[config.mk]
export PLATFORM = sky130hd
export DESIGN_NAME = lru_recency_queue
export DESIGN_NICKNAME = d
export VERILOG_FILES = /design/src/rtl/lrq_pkg.sv /design/src/rtl/lru_recency_queue.sv /design/src/rtl/lrq_cell.sv
export VERILOG_INCLUDE_DIRS = /design/src /design/src/rtl
export SDC_FILE = /design/constraint.sdc
export NUM_CORES = 2
export LEC_CHECK = 0
export BUFFER_PORTS_ARGS = -buffer_cell sky130_fd_sc_hd__buf_2
export CAP_MARGIN = 20
export CORE_MARGIN = 2
export CORE_UTILIZATION = 55
export DETAILED_ROUTE_END_ITERATION = 16
export GPL_ROUTABILITY_DRIVEN = 1
export PLACE_DENSITY_LB_ADDON = 0.2
export SLEW_MARGIN = 20
export SYNTH_ARGS = -nofsm -noshare
export SYNTH_HDL_FRONTEND = slang
export SYNTH_SLANG_ARGS = --single-unit
[constraint.sdc]
create_clock -name clk -period 10.4 [get_ports clk]
set_input_delay 0.52 -clock clk [delete_from_list [all_inputs] [get_ports clk]]
set_output_delay 0.52 -clock clk [all_outputs]
set_load 0.05 [all_outputs]
[src/rtl/lru_recency_queue_macros.svh]
// assertion macros for the recency queue
`ifndef LRU_RECENCY_QUEUE_MACROS_SVH
`define LRU_RECENCY_QUEUE_MACROS_SVH

// checked outside reset
`define LRQ_ASSERT(lbl, prop, msg) \
  lbl: assert property (@(posedge clk) disable iff (rst) prop) else $error(msg);

// checked at every edge, reset included
`define LRQ_ASSERT_ALWAYS(lbl, prop, msg) \
  lbl: assert property (@(posedge clk) prop) else $error(msg);

`endif

[src/rtl/lrq_pkg.sv]
package lrq_pkg;

  localparam int DEPTH  = 16;
  localparam int PAGE_W = 48;
  localparam int OCC_W  = 5;
  localparam int CNT_W  = $clog2(DEPTH + 1);
  localparam int IDX_W  = $clog2(DEPTH);

  typedef logic [PAGE_W-1:0] page_t;
  typedef logic [CNT_W-1:0]  count_t;
  typedef logic [IDX_W-1:0]  index_t;

  typedef enum logic [1:0] {
    ACT_APPEND = 2'd0,
    ACT_REMOVE = 2'd1,
    ACT_TOUCH  = 2'd2
  } action_t;

  typedef enum logic [1:0] {
    ST_OK        = 2'd0,
    ST_EMPTY     = 2'd1,
    ST_NOT_FOUND = 2'd2,
    ST_FULL      = 2'd3
  } status_t;

  typedef struct packed {
    action_t action;
    page_t   page_address;
  } request_t;

  typedef struct packed {
    status_t          status;
    page_t            removed_page;
    logic [OCC_W-1:0] occupancy;
    logic             is_full;
    logic             is_empty;
  } result_t;

  typedef struct packed {
    logic   compare;
    logic   append;
    logic   remove;
    logic   touch;
    count_t count;
    page_t  page;
  } cell_ctrl_t;

  // inclusive prefix or from the oldest slot upward
  function automatic logic [DEPTH-1:0] prefix_or(input logic [DEPTH-1:0] v);
    logic [DEPTH-1:0] r;
    r = v;
    for (int s = 1; s < DEPTH; s = s * 2) begin
      r = r | (r << s);
    end
    return r;
  endfunction

endpackage

[src/rtl/lru_recency_queue.sv]
// Page recency queue, oldest entry in slot 0. An item is taken when start is high and busy
// is low; busy then stays high through S_CMP and S_APPLY: in S_CMP every cell compares its
// entry with the page and registers a match flag, in S_APPLY the cells shift toward the
// oldest end on a remove or touch, load the appended or touched page and the result word is
// registered. done is high for exactly one cycle right after that, with the result word,
// and the receiver cannot hold it off. A new item can be taken in that same cycle, but none
// while busy is high. The search spans the whole row of cells at once; the oldest match is
// picked by a prefix tree of log2(depth) levels over the registered match flags.
`include "lru_recency_queue_macros.svh"

module lru_recency_queue
  import lrq_pkg::*;
(
  input  logic     clk,
  input  logic     rst,
  input  logic     start,
  output logic     busy,
  input  request_t request,
  output logic     done,
  output result_t  result
);

  typedef enum logic [2:0] {
    S_IDLE  = 3'b001,
    S_CMP   = 3'b010,
    S_APPLY = 3'b100
  } state_t;

  state_t           state;
  request_t         req;
  count_t           count;
  count_t           count_next;
  page_t            entries [DEPTH];
  logic [DEPTH-1:0] match_vec;
  logic [DEPTH-1:0] below;
  cell_ctrl_t       ctrl;
  logic             found;
  logic             full;
  logic             empty;
  logic             do_append;
  logic             do_remove;
  logic             do_touch;
  status_t          status;
  page_t            removed;

  assign busy  = state != S_IDLE;
  assign full  = count == CNT_W'(DEPTH);
  assign empty = count == '0;
  assign below = prefix_or(match_vec);
  assign found = |match_vec;

  always_comb begin
    do_append  = 1'b0;
    do_remove  = 1'b0;
    do_touch   = 1'b0;
    status     = ST_OK;
    removed    = '0;
    count_next = count;
    case (req.action)
      ACT_APPEND: begin
        if (full) begin
          status = ST_FULL;
        end else begin
          do_append  = 1'b1;
          count_next = count + CNT_W'(1);
        end
      end
      ACT_REMOVE: begin
        if (empty) begin
          status = ST_EMPTY;
        end else begin
          do_remove  = 1'b1;
          removed    = entries[0];
          count_next = count - CNT_W'(1);
        end
      end
      ACT_TOUCH: begin
        if (empty) begin
          status = ST_EMPTY;
        end else if (!found) begin
          status = ST_NOT_FOUND;
        end else begin
          do_touch = 1'b1;
        end
      end
      default: begin
        status = ST_OK;
      end
    endcase
  end

  always_comb begin
    ctrl.compare = state == S_CMP;
    ctrl.append  = (state == S_APPLY) && do_append;
    ctrl.remove  = (state == S_APPLY) && do_remove;
    ctrl.touch   = (state == S_APPLY) && do_touch;
    ctrl.count   = count;
    ctrl.page    = req.page_address;
  end

  for (genvar i = 0; i < DEPTH; i++) begin : g_cell
    page_t nbr;
    if (i == DEPTH - 1) begin : g_last
      assign nbr = entries[i];
    end else begin : g_mid
      assign nbr = entries[i+1];
    end
    lrq_cell u_cell (
      .clk        (clk),
      .ctrl       (ctrl),
      .index      (IDX_W'(i)),
      .next_entry (nbr),
      .hit_below  (below[i]),
      .entry      (entries[i]),
      .match      (match_vec[i])
    );
  end

  always_ff @(posedge clk) begin
    if (start && !busy) begin
      req <= request;
    end
  end

  always_ff @(posedge clk) begin
    if (state == S_APPLY) begin
      result.status       <= status;
      result.removed_page <= removed;
      result.occupancy    <= OCC_W'(count_next);
      result.is_full      <= count_next == CNT_W'(DEPTH);
      result.is_empty     <= count_next == '0;
    end
  end

  always_ff @(posedge clk) begin
    if (rst) begin
      state <= S_IDLE;
      count <= '0;
      done  <= 1'b0;
    end else begin
      done <= 1'b0;
      case (state)
        S_IDLE: begin
          if (start) begin
            state <= S_CMP;
          end
        end
        S_CMP: begin
          state <= S_APPLY;
        end
        S_APPLY: begin
          count <= count_next;
          done  <= 1'b1;
          state <= S_IDLE;
        end
        default: begin
          state <= S_IDLE;
        end
      endcase
    end
  end

  `LRQ_ASSERT(a_done_follows_apply, done |-> $past(state == S_APPLY), "done without apply")
  `LRQ_ASSERT(a_done_not_busy, done |-> !busy, "done while busy")
  `LRQ_ASSERT(a_count_bounded, count <= CNT_W'(DEPTH), "count beyond depth")
  `LRQ_ASSERT(a_count_only_in_apply, (!$past(rst) && $past(state != S_APPLY)) |-> $stable(count), "count moved outside apply")
  `LRQ_ASSERT_ALWAYS(a_reset_idle, rst |=> (!busy && !done), "not idle after reset")

endmodule

[src/rtl/lrq_cell.sv]
module lrq_cell
  import lrq_pkg::*;
(
  input  logic       clk,
  input  cell_ctrl_t ctrl,
  input  index_t     index,
  input  page_t      next_entry,
  input  logic       hit_below,
  output page_t      entry,
  output logic       match
);

  count_t idx_ext;
  count_t idx_inc;
  logic   valid;
  logic   newest;

  assign idx_ext = CNT_W'(index);
  assign idx_inc = idx_ext + CNT_W'(1);
  assign valid   = idx_ext < ctrl.count;
  assign newest  = idx_inc == ctrl.count;

  always_ff @(posedge clk) begin
    if (ctrl.compare) begin
      match <= valid && (entry == ctrl.page);
    end
  end

  always_ff @(posedge clk) begin
    if (ctrl.append && (idx_ext == ctrl.count)) begin
      entry <= ctrl.page;
    end else if (ctrl.remove) begin
      entry <= next_entry;
    end else if (ctrl.touch && hit_below && valid) begin
      entry <= newest ? ctrl.page : next_entry;
    end
  end

endmodule
# [Word-level counts from Yosys, hierarchy flattened]
# Index checks and enable logic that the tools add are counted.
[classes] n_addsub=2 magnitude_cmp=16 n_eq_ne=42 n_mux=82 bitwise_logic=5 reduce_logical=92
[ops] op="two-way mux 48 bit" n=64
[ops] op="equality test 48 bit" n=16
[ops] op="logical AND 1 bit" n=68
[ops] op="OR 16 bit" n=4
[ops] op="nonzero test 3 bit" n=15
[ops] op="equality test 4 x 5 -> 1 bit, first input constant" n=8
[ops] op="< comparator 4 x 5 -> 1 bit, first input constant" n=8
[ops] op="equality test 3 x 5 -> 1 bit, first input constant" n=4
[ops] op="< comparator 3 x 5 -> 1 bit, first input constant" n=4
[ops] op="OR reduction 16 bit" n=1
[ops] op="equality test 2 x 5 -> 1 bit, first input constant" n=2
[ops] op="equality test 5 bit, second input constant" n=2
[ops] op="logical NOT 5 bit" n=2
[ops] op="< comparator 1 x 5 -> 1 bit, first input constant" n=2
[ops] op="< comparator 2 x 5 -> 1 bit, first input constant" n=2
[ops] op="two-way mux 5 bit" n=2
[ops] op="one-hot mux 5 bit (2 select lines)" n=1
[ops] op="two-way mux 1 bit" n=9
[ops] op="two-way mux 2 bit" n=3
[ops] op="one-hot mux 2 bit (3 select lines)" n=1
[ops] op="one-hot mux 3 bit (2 select lines)" n=1
[ops] op="adder 5 x 1 -> 5 bit, second input constant" n=1
[ops] op="equality test 1 x 5 -> 1 bit, first input constant" n=1
[ops] op="equality test 5 bit, first input constant" n=1
[ops] op="16 further kinds" n=17
[word_totals] register_bits=900 input_bits=53 out_inout_bits=59 elab_cells=281

# [Depth between registers and ports, before layout]
[logic_depth] depth_word=10 ltp_mapped=11 depth_no_buf=7

# [Cells and area by module]
# A second synthesis with hierarchy kept.
[hier_totals] hier_cells=3467 hier_area_um2=49397.4
[modules_own_cells] module="lrq_cell at g_cell[13].u_cell ..." n_inst=12 cells_per_inst=199 area_each_um2=2810.2 seq_area_each_um2=1471.4
[modules_own_cells] module="lrq_cell at g_cell[0].u_cell ..." n_inst=4 cells_per_inst=201 area_each_um2=2829.0 seq_area_each_um2=1471.4
[modules_own_cells] module="lru_recency_queue" n_inst=1 cells_per_inst=275 area_each_um2=4359.2 seq_area_each_um2=3393.3

# [Worst setup path after synthesis]
# OpenSTA, ideal clock, no wires.
[synth_path] kind="register to register" startpoint="register state[0]" endpoint="register g_cell[4].u_cell.entry[0], enable pin" setup_time_ps=620 t_arrival_ps=7458 t_required_ps=9780 slack_ps=2322 path_stages_with_launch=7 path_buffers=1 period_less_slack_ps=8078 cell_sequence="dfxtp_1 > or3b_1 > buf_2 > clkinv_2 > and3_1 > o31ai_4 > o311ai_0"
[synth_via] elab_chain_len=5 word_cells_on_any_way=8 classes_between="eq/ne: 1; reduce/logical: 7"
[synth_lines] element="start, declared" line="lru_recency_queue.sv:29" text="state_t state;"
[synth_lines] element="start signal, assigned" line="lru_recency_queue.sv:137" text="state <= S_IDLE;"
[synth_lines] element="start signal, assigned" line="lru_recency_queue.sv:145" text="state <= S_CMP;"
[synth_lines] element="start signal, assigned" line="lru_recency_queue.sv:149" text="state <= S_APPLY;"
[synth_lines] element="equality test 3 bit (*)" line="lru_recency_queue.sv:94, lru_recency_queue.sv:95, lru_recency_queue.sv:96"
[synth_lines] element="logical AND 1 bit" line="lru_recency_queue.sv:96" text="ctrl.touch = (state == S_APPLY) && do_touch;"
[synth_lines] element="logical AND 1 bit (2 in series)" line="lrq_cell.sv:34" text="end else if (ctrl.touch && hit_below && valid) begin"
[synth_lines] element="nonzero test 3 bit (no line) (*)"
[synth_lines] element="end signal, assigned" line="lrq_cell.sv:31" text="entry <= ctrl.page;"
[synth_lines] element="end signal, assigned" line="lrq_cell.sv:33" text="entry <= next_entry;"
[synth_lines] element="end signal, assigned" line="lrq_cell.sv:35" text="entry <= newest ? ctrl.page : next_entry;"
[synth_lines] element="end, declared" line="lrq_cell.sv:9" text="output page_t entry,"
# Mark *: on every way between the ends. The rest lies on a longest branch, timed or not.
# A chain may end at the register's enable or synchronous reset.

# [Worst setup path in the final report]
[layout_path] startpoint="register count[1]" endpoint="register g_cell[14].u_cell.entry[30], data pin"
[layout_via] elab_chain_len=6 word_cells_on_any_way=15 classes_between="eq/ne: 3; mux: 8; reduce/logical: 4"
[layout_lines] element="start, declared" line="lru_recency_queue.sv:31" text="count_t count;"
[layout_lines] element="start signal, assigned" line="lru_recency_queue.sv:152" text="count <= count_next;"
[layout_lines] element="logical NOT 5 bit or equality test 5 bit (tied branches)" line="lru_recency_queue.sv:48, lru_recency_queue.sv:47"
[layout_lines] element="two-way mux 1 bit, on equally long branches" line="lru_recency_queue.sv:69, lru_recency_queue.sv:61"
[layout_lines] element="two-way mux 1 bit" line="lru_recency_queue.sv:59" text="case (req.action)"
[layout_lines] element="logical AND 1 bit, on equally long branches" line="lru_recency_queue.sv:95, lru_recency_queue.sv:94"
[layout_lines] element="two-way mux 48 bit or logical AND 1 bit (tied branches)" line="lrq_cell.sv:32, lrq_cell.sv:30"
[layout_lines] element="two-way mux 48 bit (*)" line="lrq_cell.sv:30" text="if (ctrl.append && (idx_ext == ctrl.count)) begin"
[layout_lines] element="end signal, assigned" line="lrq_cell.sv:31"
[layout_lines] element="end signal, assigned" line="lrq_cell.sv:33"
[layout_lines] element="end signal, assigned" line="lrq_cell.sv:35"
[layout_lines] element="end, declared" line="lrq_cell.sv:9"
# Mark *: on every way between the ends. The rest lies on a longest branch, timed or not. The select of a mux whose other input is x is not followed.

==> impl_metrics.env <==
export IMPL_grt_pass1_vias=28312
export IMPL_synthTopCellsByArea="edfxtp_1 (58%), mux2_2 (17%), xor2_1 (8.4%)"
export IMPL_clk_latency_ns=0.67
export IMPL_final_common_cell="edfxtp_1"
export IMPL_nFillCells=6209
export IMPL_startpoint_type="register"
export IMPL_setup_violations=0
export IMPL_area_growth_pct=10.5
export IMPL_synthCells=3203
export IMPL_drive_gt1_frac=0.328
export IMPL_setup_ws_ns=6.30
export IMPL_ys_flop_type="edfxtp_1"
export IMPL_viasPerCell=6.24
export IMPL_post_synth_top_area_fraction=0.579
export IMPL_p_per_area_mw_per_mm2=154
export IMPL_vdd_ir_drop_max_mv=0.160
export IMPL_fin_tns_setup_ns=0
export IMPL_synth_edf_count=891
export IMPL_grt_overflow=0
export IMPL_hold_buffers=0
export IMPL_clk_pin_slew_worst_paths_ns=0.07
export IMPL_grt_pass1_wl_um=194000
export IMPL_p_leak_nw=16.9
export IMPL_rsz0062_at_grt="false"
export IMPL_wl_per_cell_um=30.8
export IMPL_start_util=0.554
export IMPL_first_pass_iters=5
export IMPL_routed_top_layer="met5"
export IMPL_row_count=106
export IMPL_die_y_um=294
export IMPL_grt_max_degree=64
export IMPL_final_nets=3270
export IMPL_async_flop_share=0
export IMPL_gp_congestion=0.944
export IMPL_post_cts_buffers=0
export IMPL_route_detailed_drc=0
export IMPL_maxCapViolations=0
export IMPL_crit_fanout=52
export IMPL_yosysUniqueCellTypes=65
export IMPL_core_area_mm2=0.0834
export IMPL_io_pins=112
export IMPL_synth_top_area_cell="edfxtp_1"
export IMPL_max_slew_margin_rel=0.150
export IMPL_cts_buffer_depth=3
export IMPL_drt_wl_total_um=135000
export IMPL_hold_viol_final=0
export IMPL_clock_skew_final_ns=0.0257
export IMPL_grt_usage=0.313
export IMPL_slew_viol_final=0
export IMPL_mostFrequentLayoutCells="edfxtp_1 (891), mux2_2 (700), xor2_1 (443)"
export IMPL_root_buffer="clkbuf_16"
export IMPL_vias=27258
export IMPL_tightest_slew_ns=1.26
export IMPL_max_freq_mhz=244
export IMPL_wl_met2_um=65900
export IMPL_drt_initial_drc_count=2640
export IMPL_dp_hpwl_um=94000
export IMPL_seq_area_frac_synth=0.583
export IMPL_syn_avg_cell_area_um2=14.4
export IMPL_die_w_um=294
export IMPL_finalCriticalPeriod_ns=4.10
export IMPL_syn_nets=3261
export IMPL_holdCritPathClass="input pin to register"
export IMPL_pre_cts_ws_ns=6.14
export IMPL_cts_max_level=3
export IMPL_synthesis_area_mm2=0.0462
export IMPL_endpoint_kind="register"
export IMPL_antenna_found_initial=5
export IMPL_ant_nets=0
export IMPL_status="complete, no violations"
export IMPL_post_route_period_util=0.394
export IMPL_m1WireLength_um=49100
export IMPL_cts_sinks=900
export IMPL_die_area_mm2=0.0863
export IMPL_synth_seq_cells=900
export IMPL_yosysWarnings=0
export IMPL_criticalPathCategory="register to register"
export IMPL_cts_made_buffers=96
export IMPL_dr_wl_met3_um=7600
export IMPL_portBuffers=111
export IMPL_crit_required_ns=10.81
export IMPL_cts_resized=0
export IMPL_worst_ep_arrival_time_ns=4.51
export IMPL_cts_tree="yes"
==> layout make-up <==
cell class                 instances  area, um2  area share
multi-input combinational       1986      18300       0.358
inverter                          21       80.1     0.00157
timing repair buffer             207       1280      0.0250
tap                             1080       1350      0.0265
clock inverter                    50        563      0.0110
antenna                            2       5.00   0.0000981
sequential                       900      26900       0.528
clock buffer                     123       2550      0.0499
==> report_power, final <==
group | total, mW | internal [mW] | switching, mW | leakage [nW]
combinational | 0.472 | 0.138 | 0.333 | 7.33
sequential | 3.97 | 3.95 | 0.0129 | 8.08
clock | 3.43 | 2.00 | 1.43 | 1.49
==> metal layers <==
layer  vias up  GRT usage
li1      11884          -
met1     13815      0.363
met2      1157      0.530
met3       400     0.0389
met4         2      0.238
met5         -          0
==> flip-flops by register name, summed over array words and instances, names as in the netlist <==
name                 flops
req                      2
g_cell.u_cell.match     16
count                    5
ctrl                    48
result                  57
g_cell.u_cell.entry    768
done                     1
state                    3
==> metrics by stage <==
| step | power (mW) | hold WS (ns) | utilization | area (um2) | instances |
|---|---|---|---|---|---|
| after global placement | 4.50 | 0.571 | 0.574 | 47900 | 4194 |
| after global routing | 8.05 | 0.0110 | 0.612 | 51000 | 4367 |
| after floorplan | 4.33 | 0.424 | - | 46200 | 3203 |
| after CTS | 7.89 | 0.00457 | 0.612 | 51000 | 4367 |
| after detailed placement | 4.50 | 0.569 | 0.574 | 47900 | 4194 |
| final | 7.87 | 0.0286 | 0.612 | 51000 | 4369 |
==> cell usage after synthesis, drive strengths merged (2+ instances only) <==
| cell type | instances |
|---|---|
| a211oi | 3 |
| dfxtp | 9 |
| buf | 105 |
| o21ai | 12 |
| and3 | 52 |
| o31ai | 5 |
| a22oi | 6 |
| xor2 | 443 |
| a21o | 2 |
| o211ai | 3 |
| nand3 | 17 |
| nor3 | 20 |
| or2 | 4 |
| a21oi | 14 |
| nand4 | 104 |
| a31oi | 4 |
| nor2b | 7 |
| inv | 20 |
| o21a | 5 |
| nand4b | 2 |
| or4 | 3 |
| nor3b | 3 |
| ha | 5 |
| nand2b | 9 |
| a32oi | 3 |
| edfxtp | 891 |
| o32ai | 2 |
| or3 | 5 |
| clkbuf | 191 |
| mux2 | 720 |
| nor4 | 139 |
| or3b | 3 |
| and2 | 2 |
| or4b | 2 |
| nor2 | 28 |
| o221ai | 8 |
| xnor2 | 313 |
| nor4b | 2 |
| nand2 | 17 |
| o22ai | 7 |
==> path summary, 6_finish.rpt <==
kind                                    start                     endpoint  slack (ns)  cells after the start
setup / recovery                     count[1]  g_cell[14].u_cell.entry[30]        6.30                     10
hold / removal                    request[38]                     ctrl[38]        0.03                      1
setup reg to reg                     count[1]  g_cell[14].u_cell.entry[30]        6.30                     10
hold reg to reg   g_cell[15].u_cell.entry[29]  g_cell[14].u_cell.entry[29]        0.58                      1
==> cell families (layout without fill, tap and decap cells) <==
logic type               after synthesis  in the layout  share of synthesized area
AO/OA/AOI/OAI                         83             83                     0.0135
AND/OR/NAND/NOR                      421            421                     0.0549
buffers and inverters                317            401                     0.0280
adder cells (fa/ha/maj)                5              5                    0.00135
multiplexers                         721            721                      0.176
XOR/XNOR                             756            756                      0.143
other                                  0              2                          0
flip-flops                           900            900                      0.583
==> worst max-delay path, stage by stage (launching register included) <==
cell     delay [ns]
dfxtp_1        0.40
inv_1          0.20
ha_1           0.34
or4b_1         0.46
buf_4          0.27
nand3_2        0.46
a22oi_1        0.15
buf_4          0.20
nor3_2         0.17
buf_4          0.61
mux2_2         0.42
No activity file was read; power rests on OpenSTA's default activity.
